**config.mk**
```make
export PLATFORM = sky130hd
export DESIGN_NAME = midpoint_ellipse_rasterizer_core_flat
export DESIGN_NICKNAME = d
export VERILOG_FILES = /design/src/sv/mer_pkg.sv /design/src/sv/mer_channels.sv /design/src/sv/mer_datapath.sv /design/src/sv/mer_ctrl.sv /design/src/sv/midpoint_ellipse_rasterizer_core.sv /design/src/flat_wrapper.sv
export SDC_FILE = /design/constraint.sdc
export NUM_CORES = 2
export LEC_CHECK = 0
export BUFFER_PORTS_ARGS = -buffer_cell sky130_fd_sc_hd__buf_2
export CAP_MARGIN = 25
export CORE_MARGIN = 2
export CORE_UTILIZATION = 50
export DETAILED_ROUTE_END_ITERATION = 16
export HOLD_SLACK_MARGIN = 0.08
export PLACE_DENSITY = 0.65
export SYNTH_ARGS = -nofsm -noshare
export SYNTH_HDL_FRONTEND = slang
export SYNTH_SLANG_ARGS = --single-unit
```
**constraint.sdc**
```tcl
create_clock -name clk -period 18.3 [get_ports clk]
set_input_delay 3.66 -clock clk [delete_from_list [all_inputs] [get_ports clk]]
set_output_delay 3.66 -clock clk [all_outputs]
set_load 0.1 [all_outputs]
```
**src/sv/mer_pkg.sv**
```systemverilog
// Shared types and constants for the midpoint ellipse rasterizer.
// No dependencies; every other file refers to this package by scoped names.

package mer_pkg;

    localparam int COORD_W   = 10;
    localparam int AXIS_W    = 10;
    localparam int SQ_W      = 2 * COORD_W;
    localparam int OPA_W     = 2 * COORD_W + 2;
    localparam int OPB_W     = SQ_W;
    localparam int PROD_W    = OPA_W + OPB_W;
    localparam int DEC_W     = 48;
    localparam int CFG_IDX_W = 1;

    localparam logic [AXIS_W-1:0] AXIS_X_RESET = AXIS_W'(80);
    localparam logic [AXIS_W-1:0] AXIS_Y_RESET = AXIS_W'(50);

    typedef enum logic [CFG_IDX_W-1:0] {
        CFG_SEMI_AXIS_X = 1'd0,
        CFG_SEMI_AXIS_Y = 1'd1
    } cfg_reg_t;

    typedef enum logic [3:0] {
        MUL_NONE,
        MUL_AA,
        MUL_BB,
        MUL_SA_B,
        MUL_SA_2Y1,
        MUL_SB_2X2,
        MUL_SB_2X3,
        MUL_SA_2Y2,
        MUL_SQ_2X1,
        MUL_SB_PROD,
        MUL_SQ_Y1,
        MUL_SA_PROD,
        MUL_SA_SB,
        MUL_SA_Y,
        MUL_SB_X1
    } mul_op_t;

    typedef enum logic [2:0] {
        ACC_HOLD,
        ACC_LOAD_PROD,
        ACC_D_PLUS_4P,
        ACC_ADD_4P,
        ACC_R2_TERM
    } acc_op_t;

    typedef enum logic [2:0] {
        UPD_NONE,
        UPD_RESTART,
        UPD_R1,
        UPD_SWITCH,
        UPD_R2,
        UPD_EMIT
    } upd_op_t;

    typedef struct packed {
        mul_op_t mul_op;
        acc_op_t acc_op;
        upd_op_t upd_op;
        logic    cap_sa;
        logic    cap_sb;
    } dp_cmd_t;

    typedef struct packed {
        logic walk_active;
        logic in_region_two;
        logic y_zero;
        logic stay_region_one;
    } dp_status_t;

    typedef enum logic [4:0] {
        ST_IDLE,
        ST_SQ_A,
        ST_SQ_B,
        ST_RS_MUL,
        ST_RS_COMMIT,
        ST_R1_T1,
        ST_R1_T2,
        ST_R1_TEST,
        ST_R1_M1,
        ST_R1_M2,
        ST_R1_COMMIT,
        ST_SW_0,
        ST_SW_1,
        ST_SW_2,
        ST_SW_3,
        ST_SW_4,
        ST_SW_5,
        ST_R2_M1,
        ST_R2_M2,
        ST_R2_COMMIT,
        ST_EMIT
    } state_t;

endpackage

```
**src/sv/mer_channels.sv**
```systemverilog
// Handshake channel interfaces: step items, result points, config writes.
// Depends on mer_pkg for field widths.

interface mer_item_if;
    logic valid;
    logic ready;
    logic restart;
    modport source (output valid, output restart, input ready);
    modport sink (input valid, input restart, output ready);
endinterface

interface mer_result_if;
    logic                        valid;
    logic                        ready;
    logic [mer_pkg::COORD_W-1:0] point_x;
    logic [mer_pkg::COORD_W-1:0] point_y;
    logic                        last_point;
    modport source (output valid, output point_x, output point_y, output last_point,
                    input ready);
    modport sink (input valid, input point_x, input point_y, input last_point,
                  output ready);
endinterface

interface mer_cfg_if;
    logic                          valid;
    logic                          ready;
    logic [mer_pkg::CFG_IDX_W-1:0] index;
    logic [mer_pkg::AXIS_W-1:0]    data;
    modport source (output valid, output index, output data, input ready);
    modport sink (input valid, input index, input data, output ready);
endinterface

```
**src/sv/mer_datapath.sv**
```systemverilog
// Datapath: axis registers, walk state, shared multiplier, accumulator, result register.
// Depends on mer_pkg; driven by mer_ctrl through dp_cmd_t.

module mer_datapath (
    input  logic                          clk,
    input  logic                          rst_n,
    input  logic                          cfg_we,
    input  logic [mer_pkg::CFG_IDX_W-1:0] cfg_index,
    input  logic [mer_pkg::AXIS_W-1:0]    cfg_data,
    input  mer_pkg::dp_cmd_t              cmd,
    output mer_pkg::dp_status_t           status,
    output logic [mer_pkg::COORD_W-1:0]   point_x,
    output logic [mer_pkg::COORD_W-1:0]   point_y,
    output logic                          last_point
);

    logic [mer_pkg::AXIS_W-1:0]  axis_x_reg;
    logic [mer_pkg::AXIS_W-1:0]  axis_y_reg;
    logic [mer_pkg::COORD_W-1:0] x_reg, x_next;
    logic [mer_pkg::COORD_W-1:0] y_reg, y_next;
    logic                        r2_reg, r2_next;
    logic                        active_reg, active_next;
    logic [mer_pkg::DEC_W-1:0]   d_reg, d_next;
    logic [mer_pkg::SQ_W-1:0]    sa_reg;
    logic [mer_pkg::SQ_W-1:0]    sb_reg;
    logic [mer_pkg::PROD_W-1:0]  prod_reg;
    logic [mer_pkg::DEC_W-1:0]   acc_reg, acc_next;
    logic [mer_pkg::COORD_W-1:0] out_x_reg, out_y_reg;
    logic                        out_last_reg;

    logic [mer_pkg::COORD_W-1:0] a, b;
    logic [mer_pkg::COORD_W+1:0] two_x, two_y;
    logic [mer_pkg::COORD_W:0]   x_p1;
    logic [mer_pkg::COORD_W-1:0] y_m1;
    logic [mer_pkg::OPA_W-1:0]   op_a;
    logic [mer_pkg::OPB_W-1:0]   op_b;
    logic [mer_pkg::PROD_W-1:0]  prod_next;
    logic [mer_pkg::DEC_W-1:0]   p4, p8, sa_ext, sb_ext;
    logic                        d_neg;
    logic                        emit;

    assign a      = mer_pkg::COORD_W'(axis_x_reg);
    assign b      = mer_pkg::COORD_W'(axis_y_reg);
    assign two_x  = {1'b0, x_reg, 1'b0};
    assign two_y  = {1'b0, y_reg, 1'b0};
    assign x_p1   = {1'b0, x_reg} + 1'b1;
    assign y_m1   = y_reg - 1'b1;
    assign p4     = mer_pkg::DEC_W'(prod_reg) << 2;
    assign p8     = mer_pkg::DEC_W'(prod_reg) << 3;
    assign sa_ext = mer_pkg::DEC_W'(sa_reg);
    assign sb_ext = mer_pkg::DEC_W'(sb_reg);
    assign d_neg  = d_reg[mer_pkg::DEC_W-1];

    always_comb
    begin
        op_a = '0;
        op_b = '0;
        unique case (cmd.mul_op)
            mer_pkg::MUL_NONE:
            begin
                op_a = '0;
                op_b = '0;
            end
            mer_pkg::MUL_AA:
            begin
                op_a = mer_pkg::OPA_W'(a);
                op_b = mer_pkg::OPB_W'(a);
            end
            mer_pkg::MUL_BB:
            begin
                op_a = mer_pkg::OPA_W'(b);
                op_b = mer_pkg::OPB_W'(b);
            end
            mer_pkg::MUL_SA_B:
            begin
                op_a = mer_pkg::OPA_W'(b);
                op_b = sa_reg;
            end
            mer_pkg::MUL_SA_2Y1:
            begin
                op_a = mer_pkg::OPA_W'(two_y - 1'b1);
                op_b = sa_reg;
            end
            mer_pkg::MUL_SB_2X2:
            begin
                op_a = mer_pkg::OPA_W'(two_x + 2'd2);
                op_b = sb_reg;
            end
            mer_pkg::MUL_SB_2X3:
            begin
                op_a = mer_pkg::OPA_W'(two_x + 2'd3);
                op_b = sb_reg;
            end
            mer_pkg::MUL_SA_2Y2:
            begin
                op_a = mer_pkg::OPA_W'(two_y - 2'd2);
                op_b = sa_reg;
            end
            mer_pkg::MUL_SQ_2X1:
            begin
                op_a = mer_pkg::OPA_W'(two_x + 1'b1);
                op_b = mer_pkg::OPB_W'(two_x + 1'b1);
            end
            mer_pkg::MUL_SB_PROD:
            begin
                op_a = prod_reg[mer_pkg::OPA_W-1:0];
                op_b = sb_reg;
            end
            mer_pkg::MUL_SQ_Y1:
            begin
                op_a = mer_pkg::OPA_W'(y_m1);
                op_b = mer_pkg::OPB_W'(y_m1);
            end
            mer_pkg::MUL_SA_PROD:
            begin
                op_a = prod_reg[mer_pkg::OPA_W-1:0];
                op_b = sa_reg;
            end
            mer_pkg::MUL_SA_SB:
            begin
                op_a = mer_pkg::OPA_W'(sa_reg);
                op_b = sb_reg;
            end
            mer_pkg::MUL_SA_Y:
            begin
                op_a = mer_pkg::OPA_W'(y_reg);
                op_b = sa_reg;
            end
            mer_pkg::MUL_SB_X1:
            begin
                op_a = mer_pkg::OPA_W'(x_p1);
                op_b = sb_reg;
            end
            default:
            begin
                op_a = '0;
                op_b = '0;
            end
        endcase
    end

    assign prod_next = mer_pkg::PROD_W'(op_a) * mer_pkg::PROD_W'(op_b);

    always_comb
    begin
        acc_next = acc_reg;
        unique case (cmd.acc_op)
            mer_pkg::ACC_HOLD:      acc_next = acc_reg;
            mer_pkg::ACC_LOAD_PROD: acc_next = mer_pkg::DEC_W'(prod_reg);
            mer_pkg::ACC_D_PLUS_4P: acc_next = d_reg + p4;
            mer_pkg::ACC_ADD_4P:    acc_next = acc_reg + p4;
            mer_pkg::ACC_R2_TERM:   acc_next = p8 - (sa_ext << 3) - (sa_ext << 2);
            default:                acc_next = acc_reg;
        endcase
    end

    always_comb
    begin
        x_next      = x_reg;
        y_next      = y_reg;
        d_next      = d_reg;
        r2_next     = r2_reg;
        active_next = active_reg;
        emit        = 1'b0;
        unique case (cmd.upd_op)
            mer_pkg::UPD_NONE:
            begin
                emit = 1'b0;
            end
            mer_pkg::UPD_RESTART:
            begin
                x_next      = '0;
                y_next      = b;
                r2_next     = 1'b0;
                d_next      = (sb_ext << 2) + sa_ext - p4;
                active_next = (b != '0);
                emit        = 1'b1;
            end
            mer_pkg::UPD_R1:
            begin
                x_next = x_p1[mer_pkg::COORD_W-1:0];
                if (d_neg)
                begin
                    d_next = acc_reg;
                end
                else
                begin
                    d_next = acc_reg - p4;
                    y_next = y_m1;
                end
                active_next = active_reg && (y_next != '0);
                emit        = 1'b1;
            end
            mer_pkg::UPD_SWITCH:
            begin
                r2_next = 1'b1;
                d_next  = acc_reg - p4;
            end
            mer_pkg::UPD_R2:
            begin
                if (d_neg)
                begin
                    d_next = d_reg + p8 - acc_reg;
                    x_next = x_p1[mer_pkg::COORD_W-1:0];
                end
                else
                begin
                    d_next = d_reg - acc_reg;
                end
                y_next      = y_m1;
                active_next = active_reg && (y_next != '0);
                emit        = 1'b1;
            end
            mer_pkg::UPD_EMIT:
            begin
                active_next = active_reg && (y_reg != '0);
                emit        = 1'b1;
            end
            default:
            begin
                emit = 1'b0;
            end
        endcase
    end

    always_ff @(posedge clk or negedge rst_n)
    begin
        if (!rst_n)
        begin
            axis_x_reg <= mer_pkg::AXIS_X_RESET;
            axis_y_reg <= mer_pkg::AXIS_Y_RESET;
            x_reg      <= '0;
            y_reg      <= '0;
            r2_reg     <= 1'b0;
            active_reg <= 1'b0;
            d_reg      <= '0;
        end
        else
        begin
            if (cfg_we)
            begin
                unique case (cfg_index)
                    mer_pkg::CFG_SEMI_AXIS_X: axis_x_reg <= cfg_data;
                    mer_pkg::CFG_SEMI_AXIS_Y: axis_y_reg <= cfg_data;
                    default:                  axis_x_reg <= axis_x_reg;
                endcase
            end
            x_reg      <= x_next;
            y_reg      <= y_next;
            r2_reg     <= r2_next;
            active_reg <= active_next;
            d_reg      <= d_next;
        end
    end

    always_ff @(posedge clk)
    begin
        if (cmd.cap_sa)
        begin
            sa_reg <= prod_reg[mer_pkg::SQ_W-1:0];
        end
        if (cmd.cap_sb)
        begin
            sb_reg <= prod_reg[mer_pkg::SQ_W-1:0];
        end
        if (cmd.mul_op != mer_pkg::MUL_NONE)
        begin
            prod_reg <= prod_next;
        end
        acc_reg <= acc_next;
        if (emit)
        begin
            out_x_reg    <= x_next;
            out_y_reg    <= y_next;
            out_last_reg <= (y_next == '0);
        end
    end

    assign status.walk_active     = active_reg;
    assign status.in_region_two   = r2_reg;
    assign status.y_zero          = (y_reg == '0);
    assign status.stay_region_one = (y_reg != '0) && (acc_reg > mer_pkg::DEC_W'(prod_reg));

    assign point_x    = out_x_reg;
    assign point_y    = out_y_reg;
    assign last_point = out_last_reg;

endmodule

```
**src/sv/mer_ctrl.sv**
```systemverilog
// Controller: sequences the shared multiplier and accumulator per item, owns result valid.
// Depends on mer_pkg; drives mer_datapath through dp_cmd_t.

module mer_ctrl (
    input  logic                clk,
    input  logic                rst_n,
    input  logic                item_valid,
    output logic                item_ready,
    input  logic                item_restart,
    output logic                result_valid,
    input  logic                result_ready,
    input  mer_pkg::dp_status_t status,
    output mer_pkg::dp_cmd_t    cmd
);

    mer_pkg::state_t state_reg, state_next;
    logic            restart_reg, restart_next;
    logic            out_valid_reg, out_valid_next;
    logic            out_free;

    assign out_free = !out_valid_reg || result_ready;

    always_ff @(posedge clk or negedge rst_n)
    begin
        if (!rst_n)
        begin
            state_reg     <= mer_pkg::ST_IDLE;
            restart_reg   <= 1'b0;
            out_valid_reg <= 1'b0;
        end
        else
        begin
            state_reg     <= state_next;
            restart_reg   <= restart_next;
            out_valid_reg <= out_valid_next;
        end
    end

    always_comb
    begin
        state_next     = state_reg;
        restart_next   = restart_reg;
        out_valid_next = out_valid_reg && !result_ready;
        item_ready     = 1'b0;
        cmd.mul_op     = mer_pkg::MUL_NONE;
        cmd.acc_op     = mer_pkg::ACC_HOLD;
        cmd.upd_op     = mer_pkg::UPD_NONE;
        cmd.cap_sa     = 1'b0;
        cmd.cap_sb     = 1'b0;
        unique case (state_reg)
            mer_pkg::ST_IDLE:
            begin
                item_ready = 1'b1;
                if (item_valid)
                begin
                    restart_next = item_restart;
                    if (item_restart || status.walk_active)
                    begin
                        state_next = mer_pkg::ST_SQ_A;
                    end
                end
            end
            mer_pkg::ST_SQ_A:
            begin
                cmd.mul_op = mer_pkg::MUL_AA;
                state_next = mer_pkg::ST_SQ_B;
            end
            mer_pkg::ST_SQ_B:
            begin
                cmd.cap_sa = 1'b1;
                cmd.mul_op = mer_pkg::MUL_BB;
                state_next = restart_reg ? mer_pkg::ST_RS_MUL : mer_pkg::ST_R1_T1;
            end
            mer_pkg::ST_RS_MUL:
            begin
                cmd.cap_sb = 1'b1;
                cmd.mul_op = mer_pkg::MUL_SA_B;
                state_next = mer_pkg::ST_RS_COMMIT;
            end
            mer_pkg::ST_RS_COMMIT:
            begin
                if (out_free)
                begin
                    cmd.upd_op     = mer_pkg::UPD_RESTART;
                    out_valid_next = 1'b1;
                    state_next     = mer_pkg::ST_IDLE;
                end
            end
            mer_pkg::ST_R1_T1:
            begin
                cmd.cap_sb = 1'b1;
                cmd.mul_op = mer_pkg::MUL_SA_2Y1;
                if (status.in_region_two)
                begin
                    state_next = status.y_zero ? mer_pkg::ST_EMIT : mer_pkg::ST_R2_M1;
                end
                else
                begin
                    state_next = mer_pkg::ST_R1_T2;
                end
            end
            mer_pkg::ST_R1_T2:
            begin
                cmd.acc_op = mer_pkg::ACC_LOAD_PROD;
                cmd.mul_op = mer_pkg::MUL_SB_2X2;
                state_next = mer_pkg::ST_R1_TEST;
            end
            mer_pkg::ST_R1_TEST:
            begin
                state_next = status.stay_region_one ? mer_pkg::ST_R1_M1 : mer_pkg::ST_SW_0;
            end
            mer_pkg::ST_R1_M1:
            begin
                cmd.mul_op = mer_pkg::MUL_SB_2X3;
                state_next = mer_pkg::ST_R1_M2;
            end
            mer_pkg::ST_R1_M2:
            begin
                cmd.acc_op = mer_pkg::ACC_D_PLUS_4P;
                cmd.mul_op = mer_pkg::MUL_SA_2Y2;
                state_next = mer_pkg::ST_R1_COMMIT;
            end
            mer_pkg::ST_R1_COMMIT:
            begin
                if (out_free)
                begin
                    cmd.upd_op     = mer_pkg::UPD_R1;
                    out_valid_next = 1'b1;
                    state_next     = mer_pkg::ST_IDLE;
                end
            end
            mer_pkg::ST_SW_0:
            begin
                cmd.mul_op = mer_pkg::MUL_SQ_2X1;
                state_next = mer_pkg::ST_SW_1;
            end
            mer_pkg::ST_SW_1:
            begin
                cmd.mul_op = mer_pkg::MUL_SB_PROD;
                state_next = mer_pkg::ST_SW_2;
            end
            mer_pkg::ST_SW_2:
            begin
                cmd.acc_op = mer_pkg::ACC_LOAD_PROD;
                cmd.mul_op = mer_pkg::MUL_SQ_Y1;
                state_next = mer_pkg::ST_SW_3;
            end
            mer_pkg::ST_SW_3:
            begin
                cmd.mul_op = mer_pkg::MUL_SA_PROD;
                state_next = mer_pkg::ST_SW_4;
            end
            mer_pkg::ST_SW_4:
            begin
                cmd.acc_op = mer_pkg::ACC_ADD_4P;
                cmd.mul_op = mer_pkg::MUL_SA_SB;
                state_next = mer_pkg::ST_SW_5;
            end
            mer_pkg::ST_SW_5:
            begin
                cmd.upd_op = mer_pkg::UPD_SWITCH;
                state_next = status.y_zero ? mer_pkg::ST_EMIT : mer_pkg::ST_R2_M1;
            end
            mer_pkg::ST_R2_M1:
            begin
                cmd.mul_op = mer_pkg::MUL_SA_Y;
                state_next = mer_pkg::ST_R2_M2;
            end
            mer_pkg::ST_R2_M2:
            begin
                cmd.acc_op = mer_pkg::ACC_R2_TERM;
                cmd.mul_op = mer_pkg::MUL_SB_X1;
                state_next = mer_pkg::ST_R2_COMMIT;
            end
            mer_pkg::ST_R2_COMMIT:
            begin
                if (out_free)
                begin
                    cmd.upd_op     = mer_pkg::UPD_R2;
                    out_valid_next = 1'b1;
                    state_next     = mer_pkg::ST_IDLE;
                end
            end
            mer_pkg::ST_EMIT:
            begin
                if (out_free)
                begin
                    cmd.upd_op     = mer_pkg::UPD_EMIT;
                    out_valid_next = 1'b1;
                    state_next     = mer_pkg::ST_IDLE;
                end
            end
            default:
            begin
                state_next = mer_pkg::ST_IDLE;
            end
        endcase
    end

    assign result_valid = out_valid_reg;

endmodule

```
**src/sv/midpoint_ellipse_rasterizer_core.sv**
```systemverilog
// Midpoint ellipse rasterizer top level: controller, datapath, channel binding.
// A new item is taken only once the last one has committed; all products use the single shared 22x20 multiplier.
// A step while no walk is active is accepted in idle and gives no result.
// Reset (rst_n low, async): idle, no walk, axes 80 and 50, result channel empty.
// Depends on mer_pkg, mer_channels, mer_ctrl, mer_datapath.

module midpoint_ellipse_rasterizer_core (
    input  logic         clk,
    input  logic         rst_n,
    mer_item_if.sink     item,
    mer_result_if.source result,
    mer_cfg_if.sink      cfg
);

    mer_pkg::dp_cmd_t    cmd;
    mer_pkg::dp_status_t status;
    logic                cfg_we;

    assign cfg.ready = 1'b1;
    assign cfg_we    = cfg.valid;

    mer_ctrl u_ctrl (
        .clk          (clk),
        .rst_n        (rst_n),
        .item_valid   (item.valid),
        .item_ready   (item.ready),
        .item_restart (item.restart),
        .result_valid (result.valid),
        .result_ready (result.ready),
        .status       (status),
        .cmd          (cmd)
    );

    mer_datapath u_datapath (
        .clk        (clk),
        .rst_n      (rst_n),
        .cfg_we     (cfg_we),
        .cfg_index  (cfg.index),
        .cfg_data   (cfg.data),
        .cmd        (cmd),
        .status     (status),
        .point_x    (result.point_x),
        .point_y    (result.point_y),
        .last_point (result.last_point)
    );

endmodule
```
**src/flat_wrapper.sv**
```systemverilog
// flat-port wrapper written by rule: the top's interface ports become plain ports
module midpoint_ellipse_rasterizer_core_flat 
  (clk, rst_n, item_valid, item_restart, item_ready, result_valid, result_point_x, result_point_y, result_last_point, result_ready, cfg_valid, cfg_index, cfg_data, cfg_ready);
  mer_item_if item_i ();
  mer_result_if result_i ();
  mer_cfg_if cfg_i ();
  input  logic clk;
  input  logic rst_n;
  input wire logic [$bits(item_i.valid)-1:0] item_valid;
  input wire logic [$bits(item_i.restart)-1:0] item_restart;
  output wire logic [$bits(item_i.ready)-1:0] item_ready;
  output wire logic [$bits(result_i.valid)-1:0] result_valid;
  output wire logic [$bits(result_i.point_x)-1:0] result_point_x;
  output wire logic [$bits(result_i.point_y)-1:0] result_point_y;
  output wire logic [$bits(result_i.last_point)-1:0] result_last_point;
  input wire logic [$bits(result_i.ready)-1:0] result_ready;
  input wire logic [$bits(cfg_i.valid)-1:0] cfg_valid;
  input wire logic [$bits(cfg_i.index)-1:0] cfg_index;
  input wire logic [$bits(cfg_i.data)-1:0] cfg_data;
  output wire logic [$bits(cfg_i.ready)-1:0] cfg_ready;
  assign item_i.valid = item_valid;
  assign item_i.restart = item_restart;
  assign item_ready = item_i.ready;
  assign result_valid = result_i.valid;
  assign result_point_x = result_i.point_x;
  assign result_point_y = result_i.point_y;
  assign result_last_point = result_i.last_point;
  assign result_i.ready = result_ready;
  assign cfg_i.valid = cfg_valid;
  assign cfg_i.index = cfg_index;
  assign cfg_i.data = cfg_data;
  assign cfg_ready = cfg_i.ready;
  midpoint_ellipse_rasterizer_core u_core (.clk(clk), .rst_n(rst_n), .item(item_i), .result(result_i), .cfg(cfg_i));
endmodule
```
==> metrics.md <==
| Metric | Value |
|---|---|
| Clock Latency Late Sink | about 590 ps |
| GRT Util Overall | 0.336 |
| # setup viols final | 0 |
| Rel. slew slack | 0.174 |
| Post-DRT Antenna Nets | 0 |
| Sequential share of the synthesized area | 0.160 |
| Global route overflow | 0 |
| 1st-pass router iterations | 7 |
| Final WL | between 150000 and 200000 um |
| Die area | ~90000 sq um |
| CP required | approximately 19000 ps |
| Port-buffer cells | 39 |
| Syn avg cell area | around 8 sq um |
| Crit-path max cell delay | around 870 ps |
| Fin. max-slew vios | 0 |
| First-pass GRT wire length | between 200000 and 250000 um |
| Final HPWL DP | between 100000 and 150000 um |
| CTS clock-pin slew for the worst setup and hold paths | 70 ps |
| Synth unique cells | between 90 and 100 |
| Largest net degree at the start of global routing | 54 |
| GP Congestion | between 0.9 and 1 |
| Outcome | finished, final reports clean |
| FP Rows | 108 |
| Post-Syn Area | around 44000 sq um |
| P&R area growth vs syn | 6.52% |
| Fin crit share | 0.578 |
| Clock Tree Root | clkbuf_16 |
| Final nets | approximately 6k |
| Syn_nets | 6178 |
| H-tree lvl count | 2 |
| Critical path peak fanout | 31 |
| Via count | 39.9k |
| Number of max-cap violations | 0 |
| Worst path slowest cell | a221o_1 |
| Total CTS buffers | 34 |
| Hold buffers post-CTS | 0 |
| Post-CTS Resized | 0 |
| Max clock buf depth | 3 |
| Layout cells sized above 1 | 0.0542 |
| Final setup TNS | 0 ps |
| Iter 0 DRT Violations | 4316 |
| Crit path DAT | ~11000 ps |
| Fin Clk Skew | ~43 ps |
| # IOs | 41 |
| Synth warn | 0 |
| Setup CP Type | flop to flop |
| Drt drc | 0 |
| HP Class | flop to flop |
| Worst slew pin tran | 1240 ps |
| CTS tree | done |
| Die height | 299 um |
| Max Fclk | ~95 MHz |
| Post-Syn Instances | about 5.3k |
| Vias in the first global route | between 30k and 40k |
| Post-CTS setup buffers | 0 |
| RSZ-0062 raised after global routing | no |
| EDFF count, synth | approximately 150 |
| Core Box Area | between 80000 and 90000 sq um |
| Initial Utilization | 0.503 |
| Nature of the critical path endpoint | flop |
| Asr flop ratio synth | 0.391 |
| #FFs+latches synth | approximately 250 |
| Die W | 299 um |
| CP startpoint kind | flop |
| WL/cell | 23.9 um |
| Final min period | approximately 11000 ps |
| Final Hold Viols | 0 |
| Initial antenna violation count | 2 |
| Top_reg_cell synth | edfxtp_1 |
| Filler cell count | around 8.3k |
| Vias per std cell | between 6 and 7 |
| CTS Sinks | approximately 250 |
## cells in the final DEF (no fill, tap or decap), types with 19 or more instances in the layout
| cell type | synthesis | layout |
|---|---|---|
| nor2b_1 | 41 | 41 |
| nor4_1 | 27 | 24 |
| a221oi_1 | 43 | 41 |
| a221o_1 | 25 | 25 |
| a211oi_1 | 34 | 34 |
| mux2_2 | 22 | 22 |
| or2_2 | 19 | 19 |
| nand2b_1 | 49 | 49 |
| nand3_1 | 83 | 82 |
| a31oi_1 | 29 | 29 |
| o21bai_1 | 38 | 38 |
| buf_4 | 1 | 90 |
| buf_2 | 6 | 39 |
| nor3_1 | 68 | 61 |
| o21ai_0 | 296 | 293 |
| o31ai_1 | 22 | 22 |
| or3_1 | 21 | 21 |
| edfxtp_1 | 151 | 151 |
| dfrtp_1 | 92 | 91 |
| xnor2_1 | 212 | 212 |
| xor2_1 | 117 | 117 |
| o21a_1 | 51 | 51 |
| and2_1 | 25 | 25 |
| a21o_1 | 160 | 160 |
| clkbuf_16 | 0 | 36 |
| a21oi_1 | 341 | 341 |
| o221ai_1 | 28 | 28 |
| a22oi_1 | 67 | 67 |
| and3_1 | 32 | 32 |
| o211ai_1 | 32 | 32 |
| nand2_1 | 576 | 576 |
| nand4_1 | 56 | 56 |
| nor2_1 | 406 | 399 |
| fa_1 | 423 | 423 |
| inv_1 | 787 | 787 |
| ha_1 | 438 | 438 |
## stage by stage
stage	utilization	instance area, sq um	setup WS (ps)	instances	hold WS [ps]
global placement	0.522	45200	7750	6361	492
detailed placement	0.522	45200	7550	6363	515
floorplan	-	43600	8130	5300	461
CTS	0.536	46400	7540	6425	530
finish	0.536	46400	7730	6429	539
global route	0.536	46400	7070	6428	556
## routing by layer
layer | track usage | vias to the layer above | share of wire
li1 | - | 18080 | -
met4 | 0.116 | 0 | 0.037
met3 | 0.0542 | 292 | 0.095
met5 | 0 | - | 0
met2 | 0.535 | 2054 | 0.45
met1 | 0.466 | 19486 | 0.42
## synthesized netlist by cell type, types with 38 or more instances
library cell,count,area share
inv_1,787,0.068
nand2_1,576,0.050
ha_1,438,0.13
fa_1,423,0.19
nor2_1,406,0.035
a21oi_1,341,0.039
o21ai_0,296,0.034
xnor2_1,212,0.043
clkbuf_1,209,0.018
a21o_1,160,0.028
edfxtp_1,151,0.10
xor2_1,117,0.024
dfrtp_1,92,0.053
nand3_1,83,0.0095
nor3_1,68,0.0078
a22oi_1,67,0.012
nand4_1,56,0.0080
o21a_1,51,0.0088
nand2b_1,49,0.0070
a221oi_1,43,0.0086
nor2b_1,41,0.0059
o21bai_1,38,0.0065
## critical path, delay by kind of cell, from the launching register on
kind,cells,cell delay (ps)
xor+xnor,1,130
compound gates,10,3620
flops,1,790
buf+inv,8,690
simple gates,6,1200
fa+ha+maj,8,3850
## final timing paths
path,startpoint,endpoint,slack (ps),cells after the start
hold / removal,u_core.u_datapath.active_reg,u_core.u_datapath.active_reg,540,1
max in group asynchronous,rst_n,u_core.u_datapath.x_reg[5],13960,2
setup / recovery,u_core.u_ctrl.state_reg[2],u_core.u_datapath.prod_reg[41],7730,33
hold reg to reg,u_core.u_datapath.active_reg,u_core.u_datapath.active_reg,540,1
min in group asynchronous,rst_n,u_core.u_datapath.d_reg[4],3150,1
setup reg to reg,u_core.u_ctrl.state_reg[2],u_core.u_datapath.prod_reg[41],7730,33
## layout make-up
type | count | area, sq um | share of cell area
clock buffer | 41 | 908 | 0.0196
timing repair buffer | 131 | 903 | 0.0195
tap | 1155 | 1450 | 0.0311
multi-input combinational | 4044 | 33000 | 0.710
sequential | 248 | 6970 | 0.150
antenna | 1 | 2.50 | 0.0000539
clock inverter | 21 | 287 | 0.00617
inverter | 788 | 2960 | 0.0637
## cell families after synthesis
| kind of cell | Yosys count | share of synthesized area |
|---|---|---|
| mux | 34 | 0.00844 |
| buf+inv | 1008 | 0.0872 |
| other cells | 1 | 0.0000860 |
| simple gates | 1461 | 0.152 |
| xor+xnor | 330 | 0.0667 |
| fa+ha+maj | 861 | 0.320 |
| flops | 248 | 0.160 |
| compound gates | 1357 | 0.206 |
Power is left out: the tool's default activity adds up to more than one toggle a clock period on the data nets, which glitch-free logic cannot reach.
